### src/rtl/gcl_pkg.sv
// shared widths and codes of the gcd / lcm unit
package gcl_pkg;

	localparam int OPCODE_W  = 1;
	localparam int OPERAND_W = 32;
	localparam int RESULT_W  = 32;
	localparam int STATUS_W  = 2;

	localparam logic [OPCODE_W-1:0] OP_GCD = 1'b0;
	localparam logic [OPCODE_W-1:0] OP_LCM = 1'b1;

	localparam logic [STATUS_W-1:0] STATUS_OK       = 2'd0;
	localparam logic [STATUS_W-1:0] STATUS_ZERO     = 2'd1;
	localparam logic [STATUS_W-1:0] STATUS_OVERFLOW = 2'd2;

endpackage

### src/rtl/gcl_if.sv
// request and response channel interfaces of the gcd / lcm unit
interface gcl_req_if;
	logic                               valid;
	logic                               ready;
	logic [gcl_pkg::OPCODE_W-1:0]       opcode;
	logic [gcl_pkg::OPERAND_W-1:0]      operand_a;
	logic [gcl_pkg::OPERAND_W-1:0]      operand_b;

	modport source (output valid, output opcode, output operand_a, output operand_b,
		input ready);
	modport sink (input valid, input opcode, input operand_a, input operand_b,
		output ready);
endinterface

interface gcl_rsp_if;
	logic                               valid;
	logic                               ready;
	logic [gcl_pkg::RESULT_W-1:0]       result;
	logic [gcl_pkg::STATUS_W-1:0]       status;

	modport source (output valid, output result, output status, input ready);
	modport sink (input valid, input result, input status, output ready);
endinterface

### src/rtl/gcd_lcm_unit.sv
// gcd / lcm unit: binary gcd, shift-subtract divide and shift-add multiply on one adder
//
// usage: a request beat on req carries opcode (gcd or lcm) and two unsigned operands,
// masked to WIDTH bits. one response beat on rsp carries the result and a status:
// ok, zero operand (result 0) or lcm overflow (result all ones of WIDTH bits).
// results are truncated to the 32-bit field.
// the unit works on one request at a time; req.ready is high only while idle.
// a zero operand goes straight to the final state and on to the response register.
// otherwise the binary gcd loop runs, then the shift back of the common factors of
// two; lcm then adds a division (a / gcd) and a multiplication (quotient * b). the
// gcd, division and multiplication loops share the single WIDTH+1 bit adder.
// the response sits in an output register; the unit takes the next request while
// an old response still waits, and holds the new result in its final state until
// the receiver has taken the old beat.
// reset clears the sequencer and the response valid; nothing else is needed.
module gcd_lcm_unit #(
	parameter int WIDTH = 32
) (
	input  logic      clk,
	input  logic      arst_n,
	gcl_req_if.sink   req,
	gcl_rsp_if.source rsp
);

	// widest of operand width and result field, for masking and extending
	localparam int EW = (WIDTH > gcl_pkg::RESULT_W) ? WIDTH : gcl_pkg::RESULT_W;
	localparam int CW = $clog2(WIDTH + 1);
	localparam int AW = WIDTH + 1;
	localparam logic [EW-1:0] SAT_EXT = EW'({WIDTH{1'b1}});

	typedef enum logic [2:0] {
		S_IDLE,
		S_GCD,
		S_SHL,
		S_DIV,
		S_MUL,
		S_FIN
	} state_t;

	state_t                        state_q;
	logic [gcl_pkg::OPCODE_W-1:0]  op_q;
	logic [WIDTH-1:0]              a_q;
	logic [WIDTH-1:0]              b_q;
	logic [WIDTH-1:0]              x_q;
	logic [WIDTH-1:0]              y_q;
	logic [CW-1:0]                 cnt_q;
	logic [WIDTH-1:0]              res_q;
	logic [gcl_pkg::STATUS_W-1:0]  st_q;
	logic                          ov_q;
	logic [gcl_pkg::RESULT_W-1:0]  out_res_q;
	logic [gcl_pkg::STATUS_W-1:0]  out_st_q;

	// operand masking to WIDTH bits
	logic [EW-1:0]    a_ext;
	logic [EW-1:0]    b_ext;
	logic [WIDTH-1:0] a_in;
	logic [WIDTH-1:0] b_in;
	logic [EW-1:0]    res_ext;

	assign a_ext   = EW'(req.operand_a);
	assign b_ext   = EW'(req.operand_b);
	assign a_in    = a_ext[WIDTH-1:0];
	assign b_in    = b_ext[WIDTH-1:0];
	assign res_ext = EW'(res_q);

	// the one shared adder: subtract for gcd and divide, add for multiply
	logic [AW-1:0] alu_a;
	logic [AW-1:0] alu_b;
	logic          alu_sub;
	logic [AW:0]   alu_res;
	logic          alu_ge;
	logic          x_gt;

	assign x_gt = (x_q > y_q);

	always_comb begin
		alu_a   = '0;
		alu_b   = '0;
		alu_sub = 1'b1;
		case (state_q)
			S_GCD: begin
				// larger minus smaller
				alu_a = {1'b0, (x_gt ? x_q : y_q)};
				alu_b = {1'b0, (x_gt ? y_q : x_q)};
			end
			S_DIV: begin
				// partial remainder with next dividend bit against the divisor
				alu_a = {y_q, a_q[WIDTH-1]};
				alu_b = {1'b0, x_q};
			end
			S_MUL: begin
				// high half of the product plus multiplicand
				alu_a   = {1'b0, y_q};
				alu_b   = {1'b0, b_q};
				alu_sub = 1'b0;
			end
			default: begin
				alu_a = '0;
			end
		endcase
	end

	assign alu_res = {1'b0, alu_a} +
		(alu_sub ? ({1'b0, ~alu_b} + (AW + 1)'(1)) : {1'b0, alu_b});
	// on subtract, the top bit is set when no borrow, i.e. alu_a >= alu_b
	assign alu_ge  = alu_res[AW];

	// multiply step: conditional add then shift right of {hi, lo}
	logic [WIDTH:0]   mul_sum;
	logic [WIDTH-1:0] mul_hi;
	logic [WIDTH-1:0] mul_lo;

	assign mul_sum = a_q[0] ? alu_res[WIDTH:0] : {1'b0, y_q};
	assign mul_hi  = mul_sum[WIDTH:1];
	assign mul_lo  = {mul_sum[0], a_q[WIDTH-1:1]};

	// finished result moves into the response register when that is free
	logic fin_load;

	assign fin_load = (state_q == S_FIN) && (!ov_q || rsp.ready);

	always_ff @(posedge clk or negedge arst_n) begin
		if (!arst_n) begin
			state_q   <= S_IDLE;
			op_q      <= gcl_pkg::OP_GCD;
			a_q       <= '0;
			b_q       <= '0;
			x_q       <= '0;
			y_q       <= '0;
			cnt_q     <= '0;
			res_q     <= '0;
			st_q      <= gcl_pkg::STATUS_OK;
			ov_q      <= 1'b0;
			out_res_q <= '0;
			out_st_q  <= gcl_pkg::STATUS_OK;
		end else begin
			if (fin_load) begin
				ov_q <= 1'b1;
			end else if (ov_q && rsp.ready) begin
				ov_q <= 1'b0;
			end
			case (state_q)
				S_IDLE: begin
					if (req.valid) begin
						op_q  <= req.opcode;
						a_q   <= a_in;
						b_q   <= b_in;
						x_q   <= a_in;
						y_q   <= b_in;
						cnt_q <= '0;
						if (a_in == '0 || b_in == '0) begin
							res_q   <= '0;
							st_q    <= gcl_pkg::STATUS_ZERO;
							state_q <= S_FIN;
						end else begin
							state_q <= S_GCD;
						end
					end
				end
				S_GCD: begin
					// stein's algorithm, one step a cycle; cnt_q counts common twos
					if (x_q == y_q) begin
						state_q <= S_SHL;
					end else if (!x_q[0] && !y_q[0]) begin
						x_q   <= x_q >> 1;
						y_q   <= y_q >> 1;
						cnt_q <= cnt_q + CW'(1);
					end else if (!x_q[0]) begin
						x_q <= x_q >> 1;
					end else if (!y_q[0]) begin
						y_q <= y_q >> 1;
					end else if (x_gt) begin
						x_q <= {1'b0, alu_res[WIDTH-1:1]};
					end else begin
						y_q <= {1'b0, alu_res[WIDTH-1:1]};
					end
				end
				S_SHL: begin
					// restore the common factor of two
					if (cnt_q != '0) begin
						x_q   <= x_q << 1;
						cnt_q <= cnt_q - CW'(1);
					end else if (op_q == gcl_pkg::OP_LCM) begin
						y_q     <= '0;
						cnt_q   <= CW'(WIDTH);
						state_q <= S_DIV;
					end else begin
						res_q   <= x_q;
						st_q    <= gcl_pkg::STATUS_OK;
						state_q <= S_FIN;
					end
				end
				S_DIV: begin
					// restoring division of a by gcd, quotient shifts into a_q
					a_q <= {a_q[WIDTH-2:0], alu_ge};
					if (cnt_q == CW'(1)) begin
						y_q     <= '0;
						cnt_q   <= CW'(WIDTH);
						state_q <= S_MUL;
					end else begin
						y_q   <= alu_ge ? alu_res[WIDTH-1:0] : alu_a[WIDTH-1:0];
						cnt_q <= cnt_q - CW'(1);
					end
				end
				S_MUL: begin
					y_q   <= mul_hi;
					a_q   <= mul_lo;
					cnt_q <= cnt_q - CW'(1);
					if (cnt_q == CW'(1)) begin
						if (mul_hi != '0) begin
							res_q <= '1;
							st_q  <= gcl_pkg::STATUS_OVERFLOW;
						end else begin
							res_q <= mul_lo;
							st_q  <= gcl_pkg::STATUS_OK;
						end
						state_q <= S_FIN;
					end
				end
				S_FIN: begin
					// wait for the response register to be free
					if (fin_load) begin
						out_res_q <= res_ext[gcl_pkg::RESULT_W-1:0];
						out_st_q  <= st_q;
						state_q   <= S_IDLE;
					end
				end
				default: begin
					state_q <= S_IDLE;
				end
			endcase
		end
	end

	assign req.ready  = (state_q == S_IDLE);
	assign rsp.valid  = ov_q;
	assign rsp.result = out_res_q;
	assign rsp.status = out_st_q;

	// an accepted request keeps the unit busy in the next cycle
	a_busy_after_accept: assert property (@(posedge clk) disable iff (!arst_n)
		req.valid && req.ready |=> !req.ready)
		else $error("unit ready right after accepting a request");

	// zero operand beat always carries a zero result
	a_zero_result: assert property (@(posedge clk) disable iff (!arst_n)
		rsp.valid && rsp.status == gcl_pkg::STATUS_ZERO |-> rsp.result == '0)
		else $error("zero operand status with nonzero result");

	// overflow beat carries the saturated value
	a_ovf_result: assert property (@(posedge clk) disable iff (!arst_n)
		rsp.valid && rsp.status == gcl_pkg::STATUS_OVERFLOW
		|-> rsp.result == SAT_EXT[gcl_pkg::RESULT_W-1:0])
		else $error("overflow status without saturated result");

	// gcd loop never works on a zero value
	a_gcd_nonzero: assert property (@(posedge clk) disable iff (!arst_n)
		state_q == S_GCD |-> x_q != '0 && y_q != '0)
		else $error("gcd loop reached a zero operand");

	// step counter stays within the operand width
	a_cnt_range: assert property (@(posedge clk) disable iff (!arst_n)
		cnt_q <= CW'(WIDTH))
		else $error("step counter beyond width");

endmodule
### src/flat_wrapper.sv
// flat-port wrapper written by rule: the top's interface ports become plain ports
module gcd_lcm_unit_flat 
#(
	parameter int WIDTH = 32
)
  (clk, arst_n, req_valid, req_opcode, req_operand_a, req_operand_b, req_ready, rsp_valid, rsp_result, rsp_status, rsp_ready);
  gcl_req_if req_i ();
  gcl_rsp_if rsp_i ();
  input  logic clk;
  input  logic arst_n;
  input wire logic [$bits(req_i.valid)-1:0] req_valid;
  input wire logic [$bits(req_i.opcode)-1:0] req_opcode;
  input wire logic [$bits(req_i.operand_a)-1:0] req_operand_a;
  input wire logic [$bits(req_i.operand_b)-1:0] req_operand_b;
  output wire logic [$bits(req_i.ready)-1:0] req_ready;
  output wire logic [$bits(rsp_i.valid)-1:0] rsp_valid;
  output wire logic [$bits(rsp_i.result)-1:0] rsp_result;
  output wire logic [$bits(rsp_i.status)-1:0] rsp_status;
  input wire logic [$bits(rsp_i.ready)-1:0] rsp_ready;
  assign req_i.valid = req_valid;
  assign req_i.opcode = req_opcode;
  assign req_i.operand_a = req_operand_a;
  assign req_i.operand_b = req_operand_b;
  assign req_ready = req_i.ready;
  assign rsp_valid = rsp_i.valid;
  assign rsp_result = rsp_i.result;
  assign rsp_status = rsp_i.status;
  assign rsp_i.ready = rsp_ready;
  gcd_lcm_unit #(.WIDTH(WIDTH)) u_core (.clk(clk), .arst_n(arst_n), .req(req_i), .rsp(rsp_i));
endmodule
### config.mk
export PLATFORM = sky130hd
export DESIGN_NAME = gcd_lcm_unit_flat
export DESIGN_NICKNAME = d
export VERILOG_FILES = /design/src/rtl/gcl_pkg.sv /design/src/rtl/gcl_if.sv /design/src/rtl/gcd_lcm_unit.sv /design/src/flat_wrapper.sv
export SDC_FILE = /design/constraint.sdc
export NUM_CORES = 1
export LEC_CHECK = 0
export BUFFER_PORTS_ARGS = -buffer_cell sky130_fd_sc_hd__buf_2
export CORE_ASPECT_RATIO = 1.4
export CORE_UTILIZATION = 31
export CTS_CLUSTER_SIZE = 16
export DETAILED_ROUTE_END_ITERATION = 8
export SYNTH_ARGS = -nofsm -noshare
export SYNTH_HDL_FRONTEND = slang
export SYNTH_SLANG_ARGS = --single-unit
### constraint.sdc
create_clock -name clk -period 8.1 [get_ports clk]
set_clock_uncertainty 0.1 [all_clocks]
set_input_delay 1.215 -clock clk [delete_from_list [all_inputs] [get_ports clk]]
set_output_delay 1.215 -clock clk [all_outputs]
set_load 0.005 [all_outputs]
Word-level counts from Yosys, hierarchy flattened

Index checks and enable logic that the tools add are counted.

$add $sub $neg: 4
$lt $le $gt $ge: 1
Equal/unequal tests: 24
Multiplexer cells: 58
Bitwise operators: 1
Reductions and logical operators: 28

Operators by type and width:

| operator              | count |
|---|---|
| $mux 32               | 25 |
| $pmux 32 s3           | 4 |
| $pmux 32 s5           | 1 |
| $pmux 33 s3           | 1 |
| $logic_not 32->1      | 2 |
| $mux 6                | 6 |
| $add 33x1->34 const B | 1 |
| $add 33x34->34        | 1 |
| $mux 34               | 1 |
| $mux 33               | 1 |
| $not 32->33           | 1 |
| $eq 32x32->1          | 1 |
| $gt 32x32->1          | 1 |
| $reduce_bool 32->1    | 1 |
| $pmux 6 s5            | 1 |
| $mux 3                | 8 |
| $reduce_and 6->1      | 4 |
| $pmux 3 s6            | 1 |
| $ne 2x1->1 const B    | 8 |
| $mux 2                | 6 |
| $ne 4x4->1 const B    | 3 |
| $reduce_bool 3->1     | 3 |
| $ne 2x2->1 const B    | 4 |
| $reduce_and 7->1      | 1 |
| other kinds (19)      | 30 |

Bits in registers: 207
Word-level logic and storage cells: 130

Logic depth before layout (Yosys ltp)

Gate-level depths: netlist of the first run.

Word-level depth: 13
Mapped depth: 34

Worst setup path before layout of the first run

OpenSTA, ideal clock, no wires.

Path type: reg-to-reg
From: reg u_core.y_q[27]
To: reg u_core.y_q[8]
Library setup time: 0.082 ns
Arrival: 6.699 ns
Setup slack: 1.219 ns
Stages on the path, launching flop included: 30
Buffers on the path: 3
Clock period less this slack: 6.881 ns
Cells stage by stage: dfrtp_1 clkbuf_1 inv_1 ha_1 nand4_1 or4_4 a311o_1 nand2_1 mux2i_1 nor4b_1 and4_2 nand2_1 o31a_1 a21oi_1 xnor2_1 ha_1 clkbuf_1 nand3_1 nor2_1 nand3_1 a2111o_1 o221ai_1 o31a_1 nand3_1 nand2_1 nand3_1 a21oi_1 clkbuf_1 o21ai_1 a31oi_1

Word-level cells in the longest chain between the ends: 13
Elaborated cells between the ends (all ways): 22
Classes of those cells: 2 x add/sub; 1 x order compare; 3 x eq/ne; 14 x mux; 1 x bitwise; 1 x reduce/logical

RTL lines:

| item                   | RTL line            | RTL |
|---|---|---|
| start, declared        | gcd_lcm_unit.sv:45  | `logic [WIDTH-1:0] y_q;` |
| start signal, assigned | gcd_lcm_unit.sv:149 | `y_q <= b_in;` |
| start signal, assigned | gcd_lcm_unit.sv:166 | `y_q <= y_q >> 1;` |
| start signal, assigned | gcd_lcm_unit.sv:171 | `y_q <= y_q >> 1;` |
| $gt 32x32->1           | gcd_lcm_unit.sv:74  | `assign x_gt = (x_q > y_q);` |
| $mux 32                | gcd_lcm_unit.sv:84  | `alu_b = {1'b0, (x_gt ? y_q : x_q)};` |
| $pmux 32 s3            | gcd_lcm_unit.sv:80  | `case (state_q)` |
| $not 32->33            | gcd_lcm_unit.sv:104 | `(alu_sub ? ({1'b0, ~alu_b} + (AW + 1)'(1)) : {1'b0, alu_b});` |
| $add 33x1->34          | gcd_lcm_unit.sv:104 |  |
| $mux 34                | gcd_lcm_unit.sv:104 |  |
| $add 33x34->34         | gcd_lcm_unit.sv:103 | `assign alu_res = {1'b0, alu_a} +` |
| $mux 32                | gcd_lcm_unit.sv:172 | `end else if (x_gt) begin` |
| $mux 32                | gcd_lcm_unit.sv:170 | `end else if (!y_q[0]) begin` |
| $mux 32                | gcd_lcm_unit.sv:168 | `end else if (!x_q[0]) begin` |
| $mux 32                | gcd_lcm_unit.sv:164 | `end else if (!x_q[0] && !y_q[0]) begin` |
| $mux 32                | gcd_lcm_unit.sv:162 | `if (x_q == y_q) begin` |
| $pmux 32 s5            | gcd_lcm_unit.sv:142 | `case (state_q)` |

Parallel ways exist; a longest one is shown, timed or not. The select of a mux whose other input is x is not followed.
A chain may end at the register's enable or synchronous reset.

Worst setup path after layout of the first run

From: reg u_core.y_q[25]
To: reg u_core.res_q[1] (netlist: u_core.res_ext[1])

Word-level cells in the longest chain between the ends: 12
Elaborated cells between the ends (all ways): 14
Classes of those cells: 2 x add/sub; 1 x order compare; 9 x mux; 1 x bitwise; 1 x reduce/logical

RTL lines:

| item                 | RTL line            | RTL |
|---|---|---|
| $gt 32x32->1         | gcd_lcm_unit.sv:74  |  |
| $mux 32              | gcd_lcm_unit.sv:84  |  |
| $pmux 32 s3          | gcd_lcm_unit.sv:80  |  |
| $not 32->33          | gcd_lcm_unit.sv:104 |  |
| $add 33x1->34        | gcd_lcm_unit.sv:104 |  |
| $mux 34              | gcd_lcm_unit.sv:104 |  |
| $add 33x34->34       | gcd_lcm_unit.sv:103 |  |
| $mux 33 *            | gcd_lcm_unit.sv:113 | `assign mul_sum = a_q[0] ? alu_res[WIDTH:0] : {1'b0, y_q};` |
| $reduce_bool 32->1 * | gcd_lcm_unit.sv:210 | `if (mul_hi != '0) begin` |
| $mux 32 *            | gcd_lcm_unit.sv:210 |  |
| $mux 32 *            | gcd_lcm_unit.sv:209 | `if (cnt_q == CW'(1)) begin` |
| $pmux 32 s3 *        | gcd_lcm_unit.sv:142 |  |
| end signal, assigned | gcd_lcm_unit.sv:188 | `res_q <= x_q;` |
| end signal, assigned | gcd_lcm_unit.sv:214 | `res_q <= mul_lo;` |
| end, declared        | gcd_lcm_unit.sv:47  | `logic [WIDTH-1:0] res_q;` |

Mark *: on every way between the ends. The rest lies on a longest branch, timed or not. The select of a mux whose other input is x is not followed.

==> results.md, run 1 <==
Route:
- The number of vias after detailed routing is 17.74k.
- The detailed-route wire length per cell is 24.46 um.
- The number of detailed-route iterations in the first pass is 9.
- The total routed wirelength is 71610 um.
- The ratio of routed vias to standard cells is 6.062.
- The number of nets with antenna violations after routing is 0.
- The detailed-route DRC error count is 0.
- The number of design-rule violations left by the first detailed-router iteration is 2103.

Clocking:
- The tree built by TritonCTS fans out to 207 sinks.
- In this run the number of H-tree levels came out at 1.
- In this run the clock root is driven by a clkbuf_16.
- Hold repair after CTS inserted 0 buffers.
- After clock tree synthesis, the clock-pin slew on the worst setup and hold paths is 0.07 ns.
- No sink is reached through more buffers than the 3 on the longest clock path.
- The insertion delay to the later sink of the worst-skew pair is 0.56 ns.
- The clock tree from TritonCTS is built.
- Counting the buffers created by CTS gives 24.

Global routing:
- The global-route wire length before repair is 108100 um.
- The number of global-route vias before repair was 17.17k.
- The leftover overflow at the end of global routing is 0.
- The pin count of the biggest net entering global routing is 115.
- The global router's overall resource usage is 0.2611.
- The number of antenna violations at the first check in global routing is 0.

Final layout:
- The area of all sequential standard cells is 5180 sq um.
- The multi-input combinational cells in the finished layout cover a total of 10450 sq um.
- The antenna diode count is 0.
- The end-of-flow core utilization is 0.3747.
- Compared with the post-synthesis result, the final layout area differs by 18.84%.
- The net count reported at finish is 2344.
- Fill cells in the final layout number 5390.
- Of the cells placed in the final design, the portion with a size suffix greater than 1 is 0.2014.

STA:
- The worst pin sits at a relative slew slack of 0.1055.
- The total count of hold-check failures in the final report is 0.
- In the final timing run, aggregate negative setup slack is 0 ns.
- Of the available clock period, the critical path in the final layout requires 0.9544.
- The time the final worst path needs with I/O delays and setup is 7.731 ns.
- The count of pins over their slew limit is 0.
- Setup repair after global routing left no endpoint under its margin.
- Based on the critical path, the design can be clocked at up to 129.4 MHz.
- For the pin with the worst max-slew slack, the measured transition is 1.342 ns.
- The total setup violations reported at the end of the flow is 0.

Synth:
- The number of standard cells after synthesis is 2054.
- By area the synthesized netlist is led by dfrtp_1 (31%), nor2_1 (5.5%), ha_1 (5.4%).
- The dominant cell type by area after synthesis is dfrtp_1.
- Counting flops with an async set or reset pin after synthesis yields a share of 1.000.
- Counting every net in the synthesized netlist gives 2195.
- The library cell with the highest instance count after synthesis is nor2_1.
- By count the netlist is led by nor2_1 (243), dfrtp_1 (207), nand2_1 (196), o21ai_0 (142), clkbuf_1 (140).
- The distinct cell type count of the synthesized netlist is 81.
- The Yosys step of the flow raised 0 warnings.
- The share of synthesized area in the top cell type comes to 0.3143.
- A synthesized cell averages 8.024 sq um.
- The flip-flop and latch count after synthesis is 207.
- For this run, the register share of the synthesized area comes to 0.3143.
- The post-synthesis cell area is 16480 sq um.
- In this run, synthesis inferred 0 flip-flops with an integrated enable.
- The most instantiated flip-flop cell in the synthesis netlist is dfrtp_1.

Die:
- In this run the count of I/O pins placed on the die edge is 105.
- The area inside the core boundary is 52270 sq um.
- For this configuration, the core starts out at a cell density of 0.3153.
- The horizontal extent of the die is 196.9 um.
- The floorplan step set the die height to 274.8 um.
- The die covers 54100 sq um.
- The number of core rows is 99.

Critical path:
- The category of the critical setup timing path is flip-flop to flip-flop.
- For this run, the slowest stage of the critical path takes 0.46 ns.
- The worst setup path is captured at a flip-flop.
- Of all nets on the critical path, the largest fanout is 31.
- The required arrival time at the worst endpoint is 8.43 ns.
- Among the stages of the critical path, the cell type that occurs most often is buf_4.
- The worst register-to-register path has a setup slack of 0.37 ns.
- The critical path's slowest cell is dfrtp_1.
- STA classifies the critical path startpoint as a flip-flop.
- For the worst setup path, the data arrival time is 8.06 ns.

Outcome:
- The run finished with clean final reports.

Power:
- The switching power total is 0.002837 W.
- The power share of the sequential group is 0.284.
- The analysis attributes to cell leakage a power of 8.622 nW.
- The net switching fraction of the power is 0.4547.
- Total power for the finished layout comes to 0.006240 W.
- The cell-internal power is 0.003403 W.
- Of the total power, the clock network draws 0.182.
- In this run the power density over the cells is 318.6 nW/um^2.
- The largest vdd supply drop is 0.0001401 V.
- The combinational cell fraction of total power is 0.533.

Run:
- The number of maximum-capacitance constraint violations is 0.

Placement:
- The final weighted congestion in routability-driven placement is 1.037.
- The HPWL after detailed placement is 52890 um.
- Buffers placed on the I/O ports in this run total 104.

Worst hold path:
- The class of the tightest hold or removal check is flip-flop to flip-flop.
-- power by group through the flow --
stage	registers [W]	clock network, W	logic [W]
after floorplan	0.00168	0	0.00200
after global placement	0.00178	0	0.00320
after detailed placement	0.00178	0	0.00322
after CTS	0.00177	0.00116	0.00324
after global routing	0.00182	0.00119	0.00357
final	0.00177	0.00114	0.00333
-- kinds of logic after synthesis --
| kind of cell | share of synthesized area |
|---|---|
| compound gates | 0.2980 |
| flops | 0.3143 |
| xor+xnor | 0.03295 |
| mux | 0.06423 |
| simple gates | 0.1773 |
| buf+inv | 0.05815 |
| fa+ha+maj | 0.05512 |
-- through the flow --
stage	instances	setup slack (ns)	hold WS [ns]	area, sq um
2_1_floorplan	2054	1.219	0.3750	16480
3_3_place_gp	2883	0.2968	0.3853	18750
3_5_place_dp	2883	0.3867	0.3911	18750
4_1_cts	2926	0.3103	0.4050	19550
5_1_grt	2927	0.01987	0.4131	19590
6_report	2927	0.3695	0.3976	19590
-- final timing paths --
| kind | from | end | depth (start not counted) |
|---|---|---|---|
| max | u_core.y_q[25]$_DFFE_PN0P_ | u_core.res_ext[1]$_DFFE_PN0P_ | 32 |
| min in group asynchronous | arst_n | u_core.b_q[1]$_DFFE_PN0P_ | 1 |
| min | u_core.rsp.result[22]$_DFFE_PN0P_ | u_core.rsp.result[22]$_DFFE_PN0P_ | 1 |
| min reg2reg | u_core.rsp.result[22]$_DFFE_PN0P_ | u_core.rsp.result[22]$_DFFE_PN0P_ | 1 |
| max in group asynchronous | arst_n | u_core.res_ext[24]$_DFFE_PN0P_ | 2 |
| max reg2reg | u_core.y_q[25]$_DFFE_PN0P_ | u_core.res_ext[1]$_DFFE_PN0P_ | 32 |
-- worst max-delay path, delay by kind of cell (launching register included) --
| kind | cells | cell delay (ns) |
|---|---|---|
| DFF | 1 | 0.46 |
| buffers and inverters | 8 | 1.43 |
| AOI/OAI and AO/OA | 9 | 1.88 |
| muxes | 1 | 0.36 |
| xor gates and xnor gates | 2 | 0.33 |
| adders and majority gates | 2 | 0.71 |
| and+or+nand+nor | 10 | 2.27 |
-- sequential cells by signal (all words and copies together) (netlist names) --
signal,cells
u_core.a_q,32
u_core.b_q,32
u_core.res_ext,32
u_core.rsp.result,32
u_core.x_q,32
u_core.y_q,32
u_core.cnt_q,6
u_core.state_q,3
u_core.rsp.status,2
u_core.st_q,2
u_core.op_q,1
u_core.rsp.valid,1
-- cells in the final DEF, fill, tap and decap left out, types with 10 or more instances in the layout --
cell / count
mux2i_1: 27
o21ai_0: 142
ha_1: 70
dfrtp_1: 207
o31ai_1: 12
clkbuf_16: 25
a221oi_1: 36
buf_2: 103
a22oi_1: 110
o22ai_1: 30
xor2_1: 22
a31oi_1: 99
nand2_1: 194
mux2_2: 70
a21o_1: 25
o21ai_1: 35
nor2b_1: 11
o211ai_1: 20
xnor2_1: 38
inv_1: 81
a222oi_1: 30
or3_1: 10
buf_4: 180
nand3_1: 25
nor3_1: 25
nor2_1: 238
nand4_1: 30
nor4_1: 27
a21oi_1: 114
-- layout make-up --
class	instances	area share
clock buffer	30	0.03494
clock inverter	13	0.006196
inverter	81	0.01552
multi-input combinational	1601	0.5335
sequential	207	0.2645
tap	707	0.04516
timing repair buffer	288	0.1002
-- metal layers --
| metal | up-vias | routed length [um] | share of wire | track usage |
|---|---|---|---|---|
| li1 | 7958 | - | - | - |
| met1 | 8640 | 27970 | 0.39 | 0.3239 |
| met2 | 907 | 32570 | 0.45 | 0.4197 |
| met3 | 239 | 5572 | 0.078 | 0.03457 |
| met4 | 0 | 5501 | 0.077 | 0.1824 |
| met5 | - | 0 | 0 | 0 |
-- what timing repair did --
action	CTS	global route
resized for setup	0	8
setup endpoints to repair	0	33
buffers inserted	0	1
Note: power is estimated with default switching activity, not from simulation.
==> run 2: changes to the inputs <==
--- a/config.mk
+++ b/config.mk
@@ -6,10 +6,14 @@
 export NUM_CORES = 1
 export LEC_CHECK = 0
 export BUFFER_PORTS_ARGS = -buffer_cell sky130_fd_sc_hd__buf_2
+export CELL_PAD_IN_SITES_DETAIL_PLACEMENT = 1
+export CELL_PAD_IN_SITES_GLOBAL_PLACEMENT = 1
 export CORE_ASPECT_RATIO = 1.4
 export CORE_UTILIZATION = 31
 export CTS_CLUSTER_SIZE = 16
 export DETAILED_ROUTE_END_ITERATION = 8
+export PLACE_DENSITY_LB_ADDON = 0.1
+export SLEW_MARGIN = 20
 export SYNTH_ARGS = -nofsm -noshare
 export SYNTH_HDL_FRONTEND = slang
 export SYNTH_SLANG_ARGS = --single-unit
==> results.md, run 2 (synthesized netlist as in run 1, its figures left out) <==
Die:
- The number of placed I/O pins was 105 (unchanged).
- The number of core rows is 99 (unchanged).
- The die outline area came to 54100 sq um (unchanged).
- The effective utilization at floorplan is 0.3153 (unchanged).
- The area inside the core boundary is 52270 sq um (unchanged).
- The horizontal extent of the die was 196.9 um (unchanged).
- The vertical die dimension is 274.8 um (unchanged).

Route:
- The number of detailed-route iterations in the first pass is 9 (unchanged).
- The number of vias after detailed routing was 17.61k (-0.77%).
- The detailed-route DRC error count is 0 (unchanged).
- The detailed-route wire length per cell is 26.89 um (+9.9%).
- The ratio of routed vias to standard cells is 5.960 (-1.7%).
- The number of nets with antenna violations after routing is 0 (unchanged).
- The number of design-rule violations left by the first detailed-router iteration is 1445 (-31%).
- The total routed wirelength came to 79440 um (+11%).

Placement:
- The final weighted congestion in routability-driven placement was 0.9207 (-11%).
- The placed standard-cell area was 18960 sq um (+1.1%).
- The number of buffer cells added on primary ports is 104 (unchanged).
- The HPWL after detailed placement is 59340 um (+12%).
- The post-placement setup slack is 0.2219 ns (-0.1648 ns).

Critical path:
- The required arrival time at the worst endpoint is 8.42 ns (about the same).
- The critical path's slowest cell is or4_4.
- STA classifies the critical path startpoint as a flip-flop.
- The highest net fanout along the worst path is 31 (unchanged).
- The critical path capture point type is a flip-flop.
- The startpoint of the worst setup timing path is u_core.y_q[27]$_DFFE_PN0P_.
- The category of the critical setup timing path is flip-flop to flip-flop.
- The delay of the slowest cell on the worst path is 0.62 ns (+0.16 ns).
- The worst register-to-register path begins at u_core.y_q[27]$_DFFE_PN0P_.
- The data arrival at the endpoint of the critical path is 8.11 ns (+0.05 ns).

STA:
- The count of pins over their slew limit is 0 (unchanged).
- The total setup violations reported at the end of the flow is 0 (unchanged).
- The top achievable clock speed is 128.4 MHz (-0.71%).
- The time the final worst path needs with I/O delays and setup was 7.786 ns (+0.05517 ns).
- Setup repair after global routing left no endpoint under its margin.
- The least setup slack across all paths after layout was 0.3143 ns (-0.05517 ns).
- The final period utilization came to 0.9612 (+0.006811).
- The total count of hold-check failures in the final report is 0 (unchanged).
- The final total negative setup slack is 0 ns (unchanged).
- The worst max-slew margin expressed relative to the limit is 0.3034 (+0.1979).
- The worst-margin pin slew is 1.035 ns (-0.3064 ns).

Final layout:
- The library cells used most frequently in the layout, excluding fill and tap cells, are nor2_1 (237), dfrtp_1 (204), buf_4 (203).
- The antenna diode count was 0 (unchanged).
- The net count reported at finish was 2371 (+1.2%).
- The area overhead of the layout relative to synthesis is 20.98%.
- The count of filler cells inserted in the layout is 6298 (+17%).
- The summed area of non-filler cells in the final layout is 19940 sq um (+1.8%).
- The share of final-layout standard cells stronger than drive strength 1 came to 0.2114 (+0.01004).
- The library cell used most frequently in the layout, excluding fill and tap cells, is nor2_1.

Power:
- The areal power density over the cells is 330.7 nW/um^2 (+3.8%).
- The leakage power summed over all cells was 8.818 nW (+2.3%).
- The largest vdd supply drop is 0.0001658 V (+18%).
- The total chip power is 0.006593 W (+5.7%).

Clocking:
- The number of hold-repair buffers added at the cts stage is 0 (unchanged).
- The clock slew at the register clock pins of the worst setup and hold paths was 0.07 ns (about the same).
- The clock buffer count from CTS is 27 (+13%).
- The insertion delay to the later sink of the worst-skew pair is 0.57 ns (about the same).
- The maximum buffer depth of the clock tree is 3 (unchanged).
- The count of clock tree sinks is 207 (unchanged).
- The CTS H-tree depth is 1 (unchanged).
- The clock tree from TritonCTS is built.
- The root cell of the clock tree is clkbuf_16.

Global routing:
- The number of antenna violations at the first check in global routing was 0 (unchanged).
- The leftover overflow at the end of global routing came to 0 (unchanged).
- The global-route wire length before repair is 119200 um (+10%).
- The global router's overall resource usage came to 0.2925 (+0.03139).
- The number of global-route vias before repair is 18.22k (+6.1%).
- The pin count of the biggest net entering global routing was 86 (-25%).

Run:
- The number of maximum-capacitance constraint violations is 0 (unchanged).

Worst hold path:
- The class of the tightest hold or removal check is flip-flop to flip-flop.
- The worst hold path startpoint is u_core.rsp.result[14]$_DFFE_PN0P_.

Outcome:
- The run finished with clean final reports.
==> run 2: cell count changes in the layout (fill, tap and decap cells not counted), sizes merged <==
| cell | change |
|---|---|
| buf | +24 |
| bufinv | +5 |
| clkbuf | +4 |
| clkinvlp | -5 |
| inv | -1 |
==> run 2: worst max-delay path: cells and delay by family (launching register included) <==
family / cells / cell delay [ns]
AOI/OAI and AO/OA: 11 / 2.50
buffers and inverters: 5 / 0.74
xor gates and xnor gates: 2 / 0.34
DFF: 1 / 0.52
adders and majority gates: 2 / 0.64
and+or+nand+nor: 9 / 2.77
==> run 2: worst paths after layout <==
path                                                     endpoint  slack, ns  depth (start not counted)
min in group asynchronous        u_core.rsp.result[4]$_DFFE_PN0P_       0.58                          1
worst max-delay path                u_core.res_ext[2]$_DFFE_PN0P_       0.31                         29
worst min-delay path            u_core.rsp.result[14]$_DFFE_PN0P_       0.40                          1
worst max register to register      u_core.res_ext[2]$_DFFE_PN0P_       0.31                         29
worst min register to register  u_core.rsp.result[14]$_DFFE_PN0P_       0.40                          1
max in group asynchronous       u_core.rsp.result[30]$_DFFE_PN0P_       5.81                          2
==> run 2: repair_timing <==
action | 4_1_cts | 5_1_grt
setup endpoints to repair | 0 | 58
gates resized for setup | 0 | 9
setup buffers | 0 | 2
==> run 2: metal layers <==
| layer | track usage | part of all wire | up-vias |
|---|---|---|---|
| met5 | 0 | 0 | - |
| met4 | 0.1369 | 0.050 | 0 |
| met3 | 0.02918 | 0.051 | 160 |
| met2 | 0.4843 | 0.46 | 593 |
| met1 | 0.3823 | 0.43 | 8833 |
| li1 | - | - | 8021 |
==> run 2: power breakdown <==
group	switching (W)	internal [W]
combinational	0.00202	0.00141
clock	0.000526	0.000808
sequential	0.000401	0.00143
==> run 2: layout make-up <==
type,count,area [sq um],area share
Timing Repair Buffer,312,2155,0.1081
Inverter,81,304.0,0.01525
Multi-Input combinational cell,1601,10480,0.5257
Clock inverter,12,217.7,0.01092
Tap cell,707,884.6,0.04436
Sequential cell,207,5184,0.2600
Clock buffer,34,711.9,0.03571
==> run 2: metrics by stage <==
stage	util	hold WS, ns	instances
6_report	0.3814	0.3976	2954
5_1_grt	0.3814	0.4187	2954
4_1_cts	0.3804	0.4034	2952
3_5_place_dp	0.3626	0.3906	2906
3_3_place_gp	0.3626	0.3842	2906
2_1_floorplan	-	0.3750	2054
